<file path="src/sv/sdss_pkg.sv">
// shared constants for the depth stream snapshot sync core
// no dependencies; imported by sdss_diff_buf, depth_stream_snapshot_sync_core and its bench
package sdss_pkg;

   localparam int ID_BITS          = 64;
   localparam int TAG_PORT_BITS    = 16;
   localparam int KIND_BITS        = 2;
   localparam int BUFFER_DEPTH_DEF = 32;
   localparam int TAG_BITS_DEF     = 16;

   // input item function codes
   localparam logic FUNC_DIFF     = 1'b0;
   localparam logic FUNC_SNAPSHOT = 1'b1;

   // result kinds
   localparam logic [KIND_BITS-1:0] KIND_DIFF     = 2'd0;
   localparam logic [KIND_BITS-1:0] KIND_SNAPSHOT = 2'd1;
   localparam logic [KIND_BITS-1:0] KIND_REQUEST  = 2'd2;

endpackage

</file>
<file path="src/sv/sdss_diff_buf.sv">
// pending diff buffer: one write port, one read port with registered read data
// depends on sdss_pkg
module sdss_diff_buf #(
   parameter int DEPTH = sdss_pkg::BUFFER_DEPTH_DEF,
   parameter int WIDTH = 2 * sdss_pkg::ID_BITS + sdss_pkg::TAG_BITS_DEF
) (
   input  logic                     clock,
   input  logic                     wr_en,
   input  logic [$clog2(DEPTH)-1:0] wr_addr,
   input  logic [WIDTH-1:0]         wr_data,
   input  logic                     rd_en,
   input  logic [$clog2(DEPTH)-1:0] rd_addr,
   output logic [WIDTH-1:0]         rd_data
);
   import sdss_pkg::*;

   logic [WIDTH-1:0] mem_ff [DEPTH];
   logic [WIDTH-1:0] rd_data_ff;

   always_ff @(posedge clock) begin
      if (wr_en) begin
         mem_ff[wr_addr] <= wr_data;
      end
      if (rd_en) begin
         rd_data_ff <= mem_ff[rd_addr];
      end
   end

   assign rd_data = rd_data_ff;

endmodule

</file>
<file path="src/sv/depth_stream_snapshot_sync_core.sv">
// depth stream snapshot sync core: sequencer, shared span compare and result register
// depends on sdss_pkg and sdss_diff_buf
//
//   channel | direction | handshake           | payload
//   req_    | in        | req_valid/req_stall | func, first_id, last_id, snapshot_last_id, tag
//   rsp_    | out       | rsp_valid/rsp_stall | kind, ids, tag, last_of_run, flags
//
// a live diff, a diff buffered before the snapshot, or an ignored snapshot is handled in idle.
// a search reads, then compares each buffered entry in turn (one read port, registered data);
// a search started by a snapshot then forwards it, and a match flushes the matching entry
// and every later buffered diff, one at a time.
// synchronous reset clears stage, sequencer, fill count, overflow flag and result valid; buffer is not cleared.
// req_stall is high during reset; req is taken only when idle and the result slot frees.
// a stalled result holds the sequencer in idle and at its output phases, not in a search.
module depth_stream_snapshot_sync_core #(
   parameter int BUFFER_DEPTH = sdss_pkg::BUFFER_DEPTH_DEF,
   parameter int TAG_BITS     = sdss_pkg::TAG_BITS_DEF
) (
   input  logic                               clock,
   input  logic                               reset,
   input  logic                               req_valid,
   output logic                               req_stall,
   input  logic                               req_func,
   input  logic [sdss_pkg::ID_BITS-1:0]       req_first_id,
   input  logic [sdss_pkg::ID_BITS-1:0]       req_last_id,
   input  logic [sdss_pkg::ID_BITS-1:0]       req_snapshot_last_id,
   input  logic [sdss_pkg::TAG_PORT_BITS-1:0] req_payload_tag,
   output logic                               rsp_valid,
   input  logic                               rsp_stall,
   output logic [sdss_pkg::KIND_BITS-1:0]     rsp_out_kind,
   output logic [sdss_pkg::ID_BITS-1:0]       rsp_out_first_id,
   output logic [sdss_pkg::ID_BITS-1:0]       rsp_out_last_id,
   output logic [sdss_pkg::TAG_PORT_BITS-1:0] rsp_out_tag,
   output logic                               rsp_last_of_run,
   output logic                               rsp_gap_error,
   output logic                               rsp_stream_live,
   output logic                               rsp_overflow
);
   import sdss_pkg::*;

   localparam int AddrBits  = $clog2(BUFFER_DEPTH);
   localparam int CntBits   = $clog2(BUFFER_DEPTH + 1);
   localparam int StTagBits = (TAG_BITS < TAG_PORT_BITS) ? TAG_BITS : TAG_PORT_BITS;
   localparam int EntryBits = 2 * ID_BITS + StTagBits;

   typedef enum logic [1:0] {
      ST_WAIT,
      ST_REQ,
      ST_SEARCH,
      ST_LIVE
   } stage_type;

   typedef enum logic [2:0] {
      PH_IDLE,
      PH_SRCH_RD,
      PH_SRCH_CMP,
      PH_SNAP_OUT,
      PH_FL_RD,
      PH_FL_OUT
   } phase_type;

   stage_type               stage_ff, stage_in;
   phase_type               phase_ff, phase_in;
   logic [CntBits-1:0]      count_ff, count_in;
   logic [CntBits-1:0]      idx_ff, idx_in;
   logic [ID_BITS-1:0]      snap_id_ff, snap_id_in;
   logic [ID_BITS-1:0]      want_ff, want_in;
   logic [StTagBits-1:0]    snap_tag_ff, snap_tag_in;
   logic                    is_snap_ff, is_snap_in;
   logic                    found_ff, found_in;
   logic [ID_BITS-1:0]      prev_ff, prev_in;
   logic                    ovf_ff, ovf_in;

   logic                     rsp_valid_ff, rsp_valid_in;
   logic [KIND_BITS-1:0]     rsp_kind_ff, rsp_kind_in;
   logic [ID_BITS-1:0]       rsp_first_ff, rsp_first_in;
   logic [ID_BITS-1:0]       rsp_last_ff, rsp_last_in;
   logic [TAG_PORT_BITS-1:0] rsp_tag_ff, rsp_tag_in;
   logic                     rsp_lor_ff, rsp_lor_in;
   logic                     rsp_gap_ff, rsp_gap_in;
   logic                     rsp_live_ff, rsp_live_in;
   logic                     rsp_ovf_ff, rsp_ovf_in;

   logic                 mem_wr_en;
   logic [AddrBits-1:0]  mem_wr_addr;
   logic [EntryBits-1:0] mem_wr_data;
   logic                 mem_rd_en;
   logic [AddrBits-1:0]  mem_rd_addr;
   logic [EntryBits-1:0] mem_rd_data;

   logic                 out_free;
   logic                 req_take;
   logic [StTagBits-1:0] req_tag_st;
   logic [ID_BITS-1:0]   rd_first;
   logic [ID_BITS-1:0]   rd_last;
   logic [StTagBits-1:0] rd_tag;
   logic                 span_hit;
   logic                 buf_full;
   logic [CntBits-1:0]   idx_next;

   sdss_diff_buf #(
      .DEPTH (BUFFER_DEPTH),
      .WIDTH (EntryBits)
   ) u_buf (
      .clock   (clock),
      .wr_en   (mem_wr_en),
      .wr_addr (mem_wr_addr),
      .wr_data (mem_wr_data),
      .rd_en   (mem_rd_en),
      .rd_addr (mem_rd_addr),
      .rd_data (mem_rd_data)
   );

   assign out_free   = !rsp_valid_ff || !rsp_stall;
   assign req_stall  = reset || !((phase_ff == PH_IDLE) && out_free);
   assign req_take   = req_valid && !req_stall;
   assign req_tag_st = req_payload_tag[StTagBits-1:0];

   assign rd_first = mem_rd_data[EntryBits-1 -: ID_BITS];
   assign rd_last  = mem_rd_data[EntryBits-1-ID_BITS -: ID_BITS];
   assign rd_tag   = mem_rd_data[StTagBits-1:0];

   // shared span compare, used once per examined entry
   assign span_hit = (rd_first <= want_ff) && (want_ff <= rd_last);
   assign buf_full = (count_ff >= CntBits'(BUFFER_DEPTH));
   assign idx_next = idx_ff + CntBits'(1);

   always_comb begin
      stage_in     = stage_ff;
      phase_in     = phase_ff;
      count_in     = count_ff;
      idx_in       = idx_ff;
      snap_id_in   = snap_id_ff;
      want_in      = want_ff;
      snap_tag_in  = snap_tag_ff;
      is_snap_in   = is_snap_ff;
      found_in     = found_ff;
      prev_in      = prev_ff;
      ovf_in       = ovf_ff;
      rsp_valid_in = rsp_valid_ff && rsp_stall;
      rsp_kind_in  = rsp_kind_ff;
      rsp_first_in = rsp_first_ff;
      rsp_last_in  = rsp_last_ff;
      rsp_tag_in   = rsp_tag_ff;
      rsp_lor_in   = rsp_lor_ff;
      rsp_gap_in   = rsp_gap_ff;
      rsp_live_in  = rsp_live_ff;
      rsp_ovf_in   = rsp_ovf_ff;
      mem_wr_en    = 1'b0;
      mem_wr_addr  = count_ff[AddrBits-1:0];
      mem_wr_data  = {req_first_id, req_last_id, req_tag_st};
      mem_rd_en    = 1'b0;
      mem_rd_addr  = idx_ff[AddrBits-1:0];

      unique case (phase_ff)
         PH_IDLE: begin
            if (req_take) begin
               if (req_func == FUNC_DIFF) begin
                  if (stage_ff == ST_LIVE) begin
                     rsp_valid_in = 1'b1;
                     rsp_kind_in  = KIND_DIFF;
                     rsp_first_in = req_first_id;
                     rsp_last_in  = req_last_id;
                     rsp_tag_in   = TAG_PORT_BITS'(req_tag_st);
                     rsp_lor_in   = 1'b1;
                     rsp_gap_in   = (prev_ff + ID_BITS'(1)) != req_first_id;
                     rsp_live_in  = 1'b1;
                     rsp_ovf_in   = ovf_ff;
                     prev_in      = req_last_id;
                  end else begin
                     if (buf_full) begin
                        ovf_in = 1'b1;
                     end else begin
                        mem_wr_en = 1'b1;
                        count_in  = count_ff + CntBits'(1);
                     end
                     if (stage_ff == ST_WAIT) begin
                        stage_in     = ST_REQ;
                        rsp_valid_in = 1'b1;
                        rsp_kind_in  = KIND_REQUEST;
                        rsp_first_in = '0;
                        rsp_last_in  = '0;
                        rsp_tag_in   = '0;
                        rsp_lor_in   = 1'b1;
                        rsp_gap_in   = 1'b0;
                        rsp_live_in  = 1'b0;
                        rsp_ovf_in   = ovf_ff;
                     end else if (stage_ff == ST_SEARCH) begin
                        is_snap_in = 1'b0;
                        idx_in     = '0;
                        phase_in   = PH_SRCH_RD;
                     end
                  end
               end else if (stage_ff == ST_REQ) begin
                  stage_in    = ST_SEARCH;
                  snap_id_in  = req_snapshot_last_id;
                  want_in     = req_snapshot_last_id + ID_BITS'(1);
                  snap_tag_in = req_tag_st;
                  is_snap_in  = 1'b1;
                  idx_in      = '0;
                  phase_in    = PH_SRCH_RD;
               end
            end
         end
         PH_SRCH_RD: begin
            if (idx_ff == count_ff) begin
               // no entry spans the wanted id
               found_in = 1'b0;
               phase_in = is_snap_ff ? PH_SNAP_OUT : PH_IDLE;
            end else begin
               mem_rd_en = 1'b1;
               phase_in  = PH_SRCH_CMP;
            end
         end
         PH_SRCH_CMP: begin
            if (span_hit) begin
               found_in = 1'b1;
               phase_in = is_snap_ff ? PH_SNAP_OUT : PH_FL_RD;
            end else begin
               idx_in   = idx_next;
               phase_in = PH_SRCH_RD;
            end
         end
         PH_SNAP_OUT: begin
            if (out_free) begin
               rsp_valid_in = 1'b1;
               rsp_kind_in  = KIND_SNAPSHOT;
               rsp_first_in = '0;
               rsp_last_in  = snap_id_ff;
               rsp_tag_in   = TAG_PORT_BITS'(snap_tag_ff);
               rsp_lor_in   = !found_ff;
               rsp_gap_in   = 1'b0;
               rsp_live_in  = found_ff;
               rsp_ovf_in   = ovf_ff;
               phase_in     = found_ff ? PH_FL_RD : PH_IDLE;
            end
         end
         PH_FL_RD: begin
            mem_rd_en = 1'b1;
            phase_in  = PH_FL_OUT;
         end
         PH_FL_OUT: begin
            if (out_free) begin
               rsp_valid_in = 1'b1;
               rsp_kind_in  = KIND_DIFF;
               rsp_first_in = rd_first;
               rsp_last_in  = rd_last;
               rsp_tag_in   = TAG_PORT_BITS'(rd_tag);
               rsp_lor_in   = (idx_next == count_ff);
               rsp_gap_in   = 1'b0;
               rsp_live_in  = 1'b1;
               rsp_ovf_in   = ovf_ff;
               prev_in      = rd_last;
               if (idx_next == count_ff) begin
                  count_in = '0;
                  stage_in = ST_LIVE;
                  phase_in = PH_IDLE;
               end else begin
                  idx_in   = idx_next;
                  phase_in = PH_FL_RD;
               end
            end
         end
         default: begin
            phase_in = PH_IDLE;
         end
      endcase
   end

   always_ff @(posedge clock) begin
      if (reset) begin
         stage_ff     <= ST_WAIT;
         phase_ff     <= PH_IDLE;
         count_ff     <= '0;
         ovf_ff       <= 1'b0;
         rsp_valid_ff <= 1'b0;
      end else begin
         stage_ff     <= stage_in;
         phase_ff     <= phase_in;
         count_ff     <= count_in;
         ovf_ff       <= ovf_in;
         rsp_valid_ff <= rsp_valid_in;
      end
      idx_ff       <= idx_in;
      snap_id_ff   <= snap_id_in;
      want_ff      <= want_in;
      snap_tag_ff  <= snap_tag_in;
      is_snap_ff   <= is_snap_in;
      found_ff     <= found_in;
      prev_ff      <= prev_in;
      rsp_kind_ff  <= rsp_kind_in;
      rsp_first_ff <= rsp_first_in;
      rsp_last_ff  <= rsp_last_in;
      rsp_tag_ff   <= rsp_tag_in;
      rsp_lor_ff   <= rsp_lor_in;
      rsp_gap_ff   <= rsp_gap_in;
      rsp_live_ff  <= rsp_live_in;
      rsp_ovf_ff   <= rsp_ovf_in;
   end

   assign rsp_valid        = rsp_valid_ff;
   assign rsp_out_kind     = rsp_kind_ff;
   assign rsp_out_first_id = rsp_first_ff;
   assign rsp_out_last_id  = rsp_last_ff;
   assign rsp_out_tag      = rsp_tag_ff;
   assign rsp_last_of_run  = rsp_lor_ff;
   assign rsp_gap_error    = rsp_gap_ff;
   assign rsp_stream_live  = rsp_live_ff;
   assign rsp_overflow     = rsp_ovf_ff;

   a_count_bound: assert property (@(posedge clock) disable iff (reset)
      count_ff <= CntBits'(BUFFER_DEPTH))
      else $error("pending count beyond buffer depth");

   a_live_empty: assert property (@(posedge clock) disable iff (reset)
      stage_ff == ST_LIVE |-> count_ff == '0)
      else $error("buffer not empty while live");

   a_diff_is_live: assert property (@(posedge clock) disable iff (reset)
      rsp_valid_ff && rsp_kind_ff == KIND_DIFF |-> rsp_live_ff)
      else $error("diff item forwarded before the stream went live");

   a_ovf_sticky: assert property (@(posedge clock) disable iff (reset)
      ovf_ff |=> ovf_ff)
      else $error("overflow flag cleared without reset");

endmodule

</file>
<file path="config.mk">
export PLATFORM = sky130hd
export DESIGN_NAME = depth_stream_snapshot_sync_core
export DESIGN_NICKNAME = d
export VERILOG_FILES = /design/src/sv/sdss_pkg.sv /design/src/sv/sdss_diff_buf.sv /design/src/sv/depth_stream_snapshot_sync_core.sv
export SDC_FILE = /design/constraint.sdc
export NUM_CORES = 2
export LEC_CHECK = 0
export ABC_AREA = 0
export ABC_CLOCK_PERIOD_IN_PS = 15850
export BUFFER_PORTS_ARGS = -buffer_cell sky130_fd_sc_hd__buf_2
export CAP_MARGIN = 10
export CORE_UTILIZATION = 50
export CTS_CLUSTER_DIAMETER = 120
export DETAILED_ROUTE_END_ITERATION = 6
export PLACE_DENSITY_LB_ADDON = 0.3
export SYNTH_ARGS = -nofsm -noshare
export SYNTH_HDL_FRONTEND = slang
export SYNTH_MEMORY_MAX_BITS = 65536
export SYNTH_SLANG_ARGS = --single-unit
export TNS_END_PERCENT = 5
</file>
<file path="constraint.sdc">
create_clock -name clock -period 15.85 [get_ports clock]
set_input_delay 1.585 -clock clock [delete_from_list [all_inputs] [get_ports clock]]
set_output_delay 1.585 -clock clock [all_outputs]
set_load 0.01 [all_outputs]
</file>
# Word-level counts from Yosys, hierarchy flattened

Memories as Yosys holds them, arrays and structs flattened. A register that Yosys moved wholly into a read port is not among the register bits.
Index checks and enable logic that the tools add are counted.

$add $sub $neg: 4
Reduce and logical (&&, ||, !) cells: 31
Magnitude comparators: 3
Mux-type cells: 119
Eq/ne operators: 33
Bitwise logic cells: 2

Operators with widths:

| operator                                      | number |
|---|---|
| two-way mux 64 bit                            | 14 |
| one-hot mux 64 bit (3 select lines)           | 2 |
| adder 64 x 1 -> 64 bit, second input constant | 2 |
| <= comparator 64 bit                          | 2 |
| one-hot mux 64 bit (2 select lines)           | 1 |
| two-way mux 16 bit                            | 6 |
| two-way mux 6 bit                             | 15 |
| != test 64 bit                                | 1 |
| one-hot mux 16 bit (3 select lines)           | 1 |
| two-way mux 1 bit                             | 41 |
| two-way mux 3 bit                             | 12 |
| two-way mux 2 bit                             | 15 |
| != test 2 bit, second input constant          | 13 |
| AND reduction 7 bit                           | 3 |
| one-hot mux 3 bit (6 select lines)            | 1 |
| one-hot mux 6 bit (3 select lines)            | 1 |
| AND reduction 5 bit                           | 3 |
| adder 6 x 1 -> 6 bit, second input constant   | 2 |
| == test 6 bit                                 | 2 |
| one-hot mux 6 bit (2 select lines)            | 1 |
| AND reduction 6 bit                           | 2 |
| one-hot mux 1 bit (2 select lines)            | 5 |
| != test 3 x 2 -> 1 bit, second input constant | 3 |
| AND reduction 9 bit                           | 1 |
| 23 further kinds                              | 43 |

Register bits after elaboration: 379
Input port bits: 213
Logic and storage cells: 213
Memories: 1
RAM bits: 4,608

Memories:

| name         | depth | width | read ports | clocked after memory_dff | wr ports | line                | source |
|---|---|---|---|---|---|---|---|
| u_buf.mem_ff | 32    | 144   | 1          | 1                        | 1        | sdss_diff_buf.sv:17 | `logic [WIDTH-1:0] mem_ff [DEPTH];` |

# Depth between registers and ports, before layout

Depth in word-level cells: 11
Depth in mapped cells: 11
Gate-level depth less buffers: 11

# Modules after synthesis

Synthesis repeated with hierarchy kept, for this count alone.

Cell total of the unflattened synthesis: 9,155
Area, all modules: 197,283.0 µm²

Modules (own cells, without submodules):

| module                          | instances | cells each | seq. area each (µm²) | area each (µm²) |
|---|---|---|---|---|
| sdss_diff_buf                   | 1         | 7,236      | 142,696.9            | 175,996.3 |
| depth_stream_snapshot_sync_core | 1         | 1,919      | 11,250.8             | 21,286.7 |

# Least setup slack after synthesis

OpenSTA, ideal clock, no wires.

Path kind: input-to-reg
Start: in rsp_stall
End: mem u_buf.mem_ff[12][0] in the netlist's numbering, enable pin
Cell stages on the path: 6
Arrival: 8.728 ns
Buffers on the path: 0
Path slack: 6.472 ns
Cell sequence: and2_1 -> nor3_1 -> nand2_1 -> nor4_1 -> nand2_1 -> nor2_1

Longest elaborated chain between the ends: 11

RTL lines:

| element                                 | line                                   | source |
|---|---|---|
| start, declared                         | depth_stream_snapshot_sync_core.sv:29  | `input logic rsp_stall,` |
| zero test 1 bit                         | depth_stream_snapshot_sync_core.sv:114 | `assign out_free = !rsp_valid_ff \|\| !rsp_stall;` |
| logical OR 1 bit                        | depth_stream_snapshot_sync_core.sv:114 |  |
| logical AND 1 bit                       | depth_stream_snapshot_sync_core.sv:115 | `assign req_stall = reset \|\| !((phase_ff == PH_IDLE) && out_free);` |
| zero test 1 bit                         | depth_stream_snapshot_sync_core.sv:115 |  |
| logical OR 1 bit                        | depth_stream_snapshot_sync_core.sv:115 |  |
| zero test 1 bit                         | depth_stream_snapshot_sync_core.sv:116 | `assign req_take = req_valid && !req_stall;` |
| logical AND 1 bit                       | depth_stream_snapshot_sync_core.sv:116 |  |
| two-way mux 1 bit                       | depth_stream_snapshot_sync_core.sv:157 | `if (req_take) begin` |
| two-way mux 1 bit                       | depth_stream_snapshot_sync_core.sv:155 | `unique case (phase_ff)` |
| two-way mux 1 bit                       | sdss_diff_buf.sv:21                    | `if (wr_en) begin` |
| two-way mux 1 bit (not written as such) | sdss_diff_buf.sv:22                    | `mem_ff[wr_addr] <= wr_data;` |
| end, declared                           | sdss_diff_buf.sv:17                    |  |

No other way between the ends.

# Worst setup path after layout

Start: in rsp_stall
End: mem u_buf.mem_ff[13][99] in the netlist's numbering, enable pin

The elaborated chain is that of the path after synthesis.

==> impl_metrics.ini <==
[detailed_routing]
drc = 1
wire_per_inst_um = 36.8
ant_nets = 0
dr.pass1.iters = 7
drt_iter0_markers = 16800
via_per_inst = 6.63
drt-total-wl_um = 596000
via_count = 108000

[critical_path]
startpoint_type = primary input
worstPathRequired_ns = 16.52
worstSetupPathType = in -> reg
worstPathArrival_ns = 7.00
worst-r2r-setup-slack_ns = 9.63
cp_max_fo = 36
end_kind = flop

[clock_network]
cts_setup_buffers = 0
cts_tree = built
numCtsBuffers = 524
ctsResizeCount = 0
htreeDepth = 6
cts_buffer_depth = 4
clock_sinks = 5131
clock_latency_ns = 1.08
hold_buffers = 0
clkSlewWorstSetupHoldPaths_ns = 0.06
cts_root_buf = clkbuf_16

[floorplanning]
die_y_um = 636
fp.coreArea_um2 = 399000
die_w_um = 636
initial_utilization_pct = 50.2
pin_count = 365
fp-row-count = 232
dieArea_um2 = 404000

[sta]
setup_violations = 0
min_period_over_period_pct = 39.9
clock.fmax_ghz = 0.158
timing.setup.tns_ns = 0
finClkSkew_ns = 0.0545
maxSlewViolCount = 0
rsz0062_at_grt = false
hold_viol = 0
max_slew_margin_pct = 6.78
fin_crit_ns = 6.33
tightestPinTransition_ns = 1.40

[power_and_ir_drop]
internal-power_w = 0.0223
p_sw_w = 0.00626
total_power_w = 0.0285
vdd_drop_max_uv = 120
seqPwrFrac_pct = 53.3
p_leak_nw = 73.4
sw_frac_of_total_pct = 21.9
power.density_nw_per_um2 = 126
comb_power_share_pct = 4.0
power_frac_clock_pct = 42.7

[synthesis]
synth.most_common_cell = edfxtp_1
ys_top_cells_by_area = edfxtp_1 (77%), mux4_2 (11%), mux2i_1 (2.3%)
syn_nets = 10200
synth.ff_latch_count = 5131
ys_types = 81
yosysTopAreaCellShare_pct = 76.6
synthCells = 9808
synth-edff-count = 5118
synthArstFlopShare_pct = 0
synth_area_um2 = 201000
synth_commonest_cells = edfxtp_1 (5118), mux4_2 (999), mux2i_1 (464), nand2_1 (377), clkbuf_1 (295)
yosysWarningCount = 0
synth_top_flop_cell = edfxtp_1
syn_area_per_cell_um2 = 20.5
synth_area_leader_cell = edfxtp_1
yosysSeqAreaShare_pct = 76.7

[placement]
portBuffers = 364
dpl.cell_count = 15200
placed_cell_area_um2 = 210000
dp_hpwl_um = 353000
gp_congestion = 0.940

[global_route]
grt_usage_pct = 29.1
overflow = 0
grt_max_degree = 129
grt_pass1_wl_um = 823000
antenna_found_initial = 98
grt_pass1_vias = 105000

[final_layout]
fin_nets = 10800
finalNonFillerCells = 16200
drive_above_1_share_pct = 23.4
multi_input_area_um2 = 44000
seq_area_um2 = 154000
area_delta_synth_final_pct = 13.1
fillCellCount = 29100
stdcell_area_um2 = 227000

[min_path]
hold_path_class = reg -> reg

[flow_run]
maxCapViolCount = 0

[run_status]
violations = design-rule violations
status = finished with violations
[kinds of logic after synthesis]
group | Yosys count | share of synthesized area, %
and+or+nand+nor | 850 | 1.99
AOI/OAI and AO/OA | 1202 | 4.11
DFF | 5131 | 76.7
buffers and inverters | 757 | 1.49
adders and majority gates | 135 | 0.842
muxes | 1574 | 14.1
xor gates and xnor gates | 159 | 0.701
[through the flow]
step	hold WS, ns	utilization (%)	worst slack (ns)
floorplan	0.409	-	6.47
global placement	0.424	52.5	8.54
detailed placement	0.426	52.5	8.66
CTS	0.450	56.8	9.78
global route	0.473	56.8	9.29
finish	0.444	56.8	9.52
[final timing paths]
check / cells after the start / end / startpoint
min: 0 / rsp_overflow / ovf_ff
max: 10 / u_buf.mem_ff[13][99] / rsp_stall
max reg2reg: 10 / u_buf.mem_ff[13][99] / phase_ff[0]
min reg2reg: 0 / rsp_overflow / ovf_ff
[power by group through the flow]
stage                     combinational, W  sequential, W  clock [W]
after global placement             0.00109         0.0155          0
after detailed placement           0.00112         0.0155          0
final                              0.00114         0.0152     0.0122
after CTS                          0.00112         0.0152     0.0123
after global routing               0.00118         0.0152     0.0128
after floorplan                   0.000500         0.0154          0
[cells in the final DEF, fill, tap and decap left out, drive strengths merged, types with 16 or more instances in the layout]
master    netlist  layout
o21ai         261     261
a211oi         60      60
bufinv          0      41
a222oi         80      80
nand2         377     377
o22ai         136     136
mux2          111     111
nand3          63      63
diode           0      61
nor4           16      16
a221o          24      24
inv           246     271
a22o           64      64
clkinv          1     219
and2           32      32
nand4          64      64
clkinvlp        0      19
nor3           28      28
and4           22      22
clkbuf        295     633
mux2i         464     464
xor2           48      48
a221oi         23      23
buf           215     664
nor2          162     162
a21o           60      60
a21oi         228     228
and3           30      30
edfxtp       5118    5118
o221ai        152     152
mux4          999     999
o31ai          47      47
xnor2         110     110
ha            135     135
[sequential cells by signal, summed over array words and instances, names as in the netlist, 6 cells and up]
signal            flops
u_buf.mem_ff       4608
u_buf.rd_data       144
prev_ff              64
rsp_out_first_id     64
rsp_out_last_id      64
snap_id_ff           64
want_ff              64
rsp_out_tag          16
snap_tag_ff          16
count_ff              6
idx_ff                6
[critical path, stage by stage]
cell	delay, ns
buf_2	0.11
and2_1	0.31
nor3_1	0.39
nand2_1	0.21
nor4_1	0.98
buf_4	0.28
nand2_1	0.45
nor2_4	1.10
buf_4	0.71
buf_4	0.63
[metal layers]
layer / part of all wire, % / track usage (%) / vias to the layer above
met5: 0.035 / 0 / -
met4: 6.2 / 15.6 / 32
met3: 11 / 6.69 / 1199
met2: 46 / 44.6 / 7469
met1: 36 / 39.0 / 56600
li1: - / - / 42300
[final cells by class]
| class | instances | share of cell area (%) |
|---|---|---|
| multi-input cells | 3920 | 19.4 |
| diodes | 61 | 0.0673 |
| inverters | 247 | 0.417 |
| clock inverters | 303 | 1.40 |
| flip-flops and latches | 5131 | 67.9 |
| well taps | 5265 | 2.90 |
| repair buffers | 664 | 1.93 |
| clock buffers | 633 | 6.02 |
Note: power is estimated with default switching activity, not from simulation.
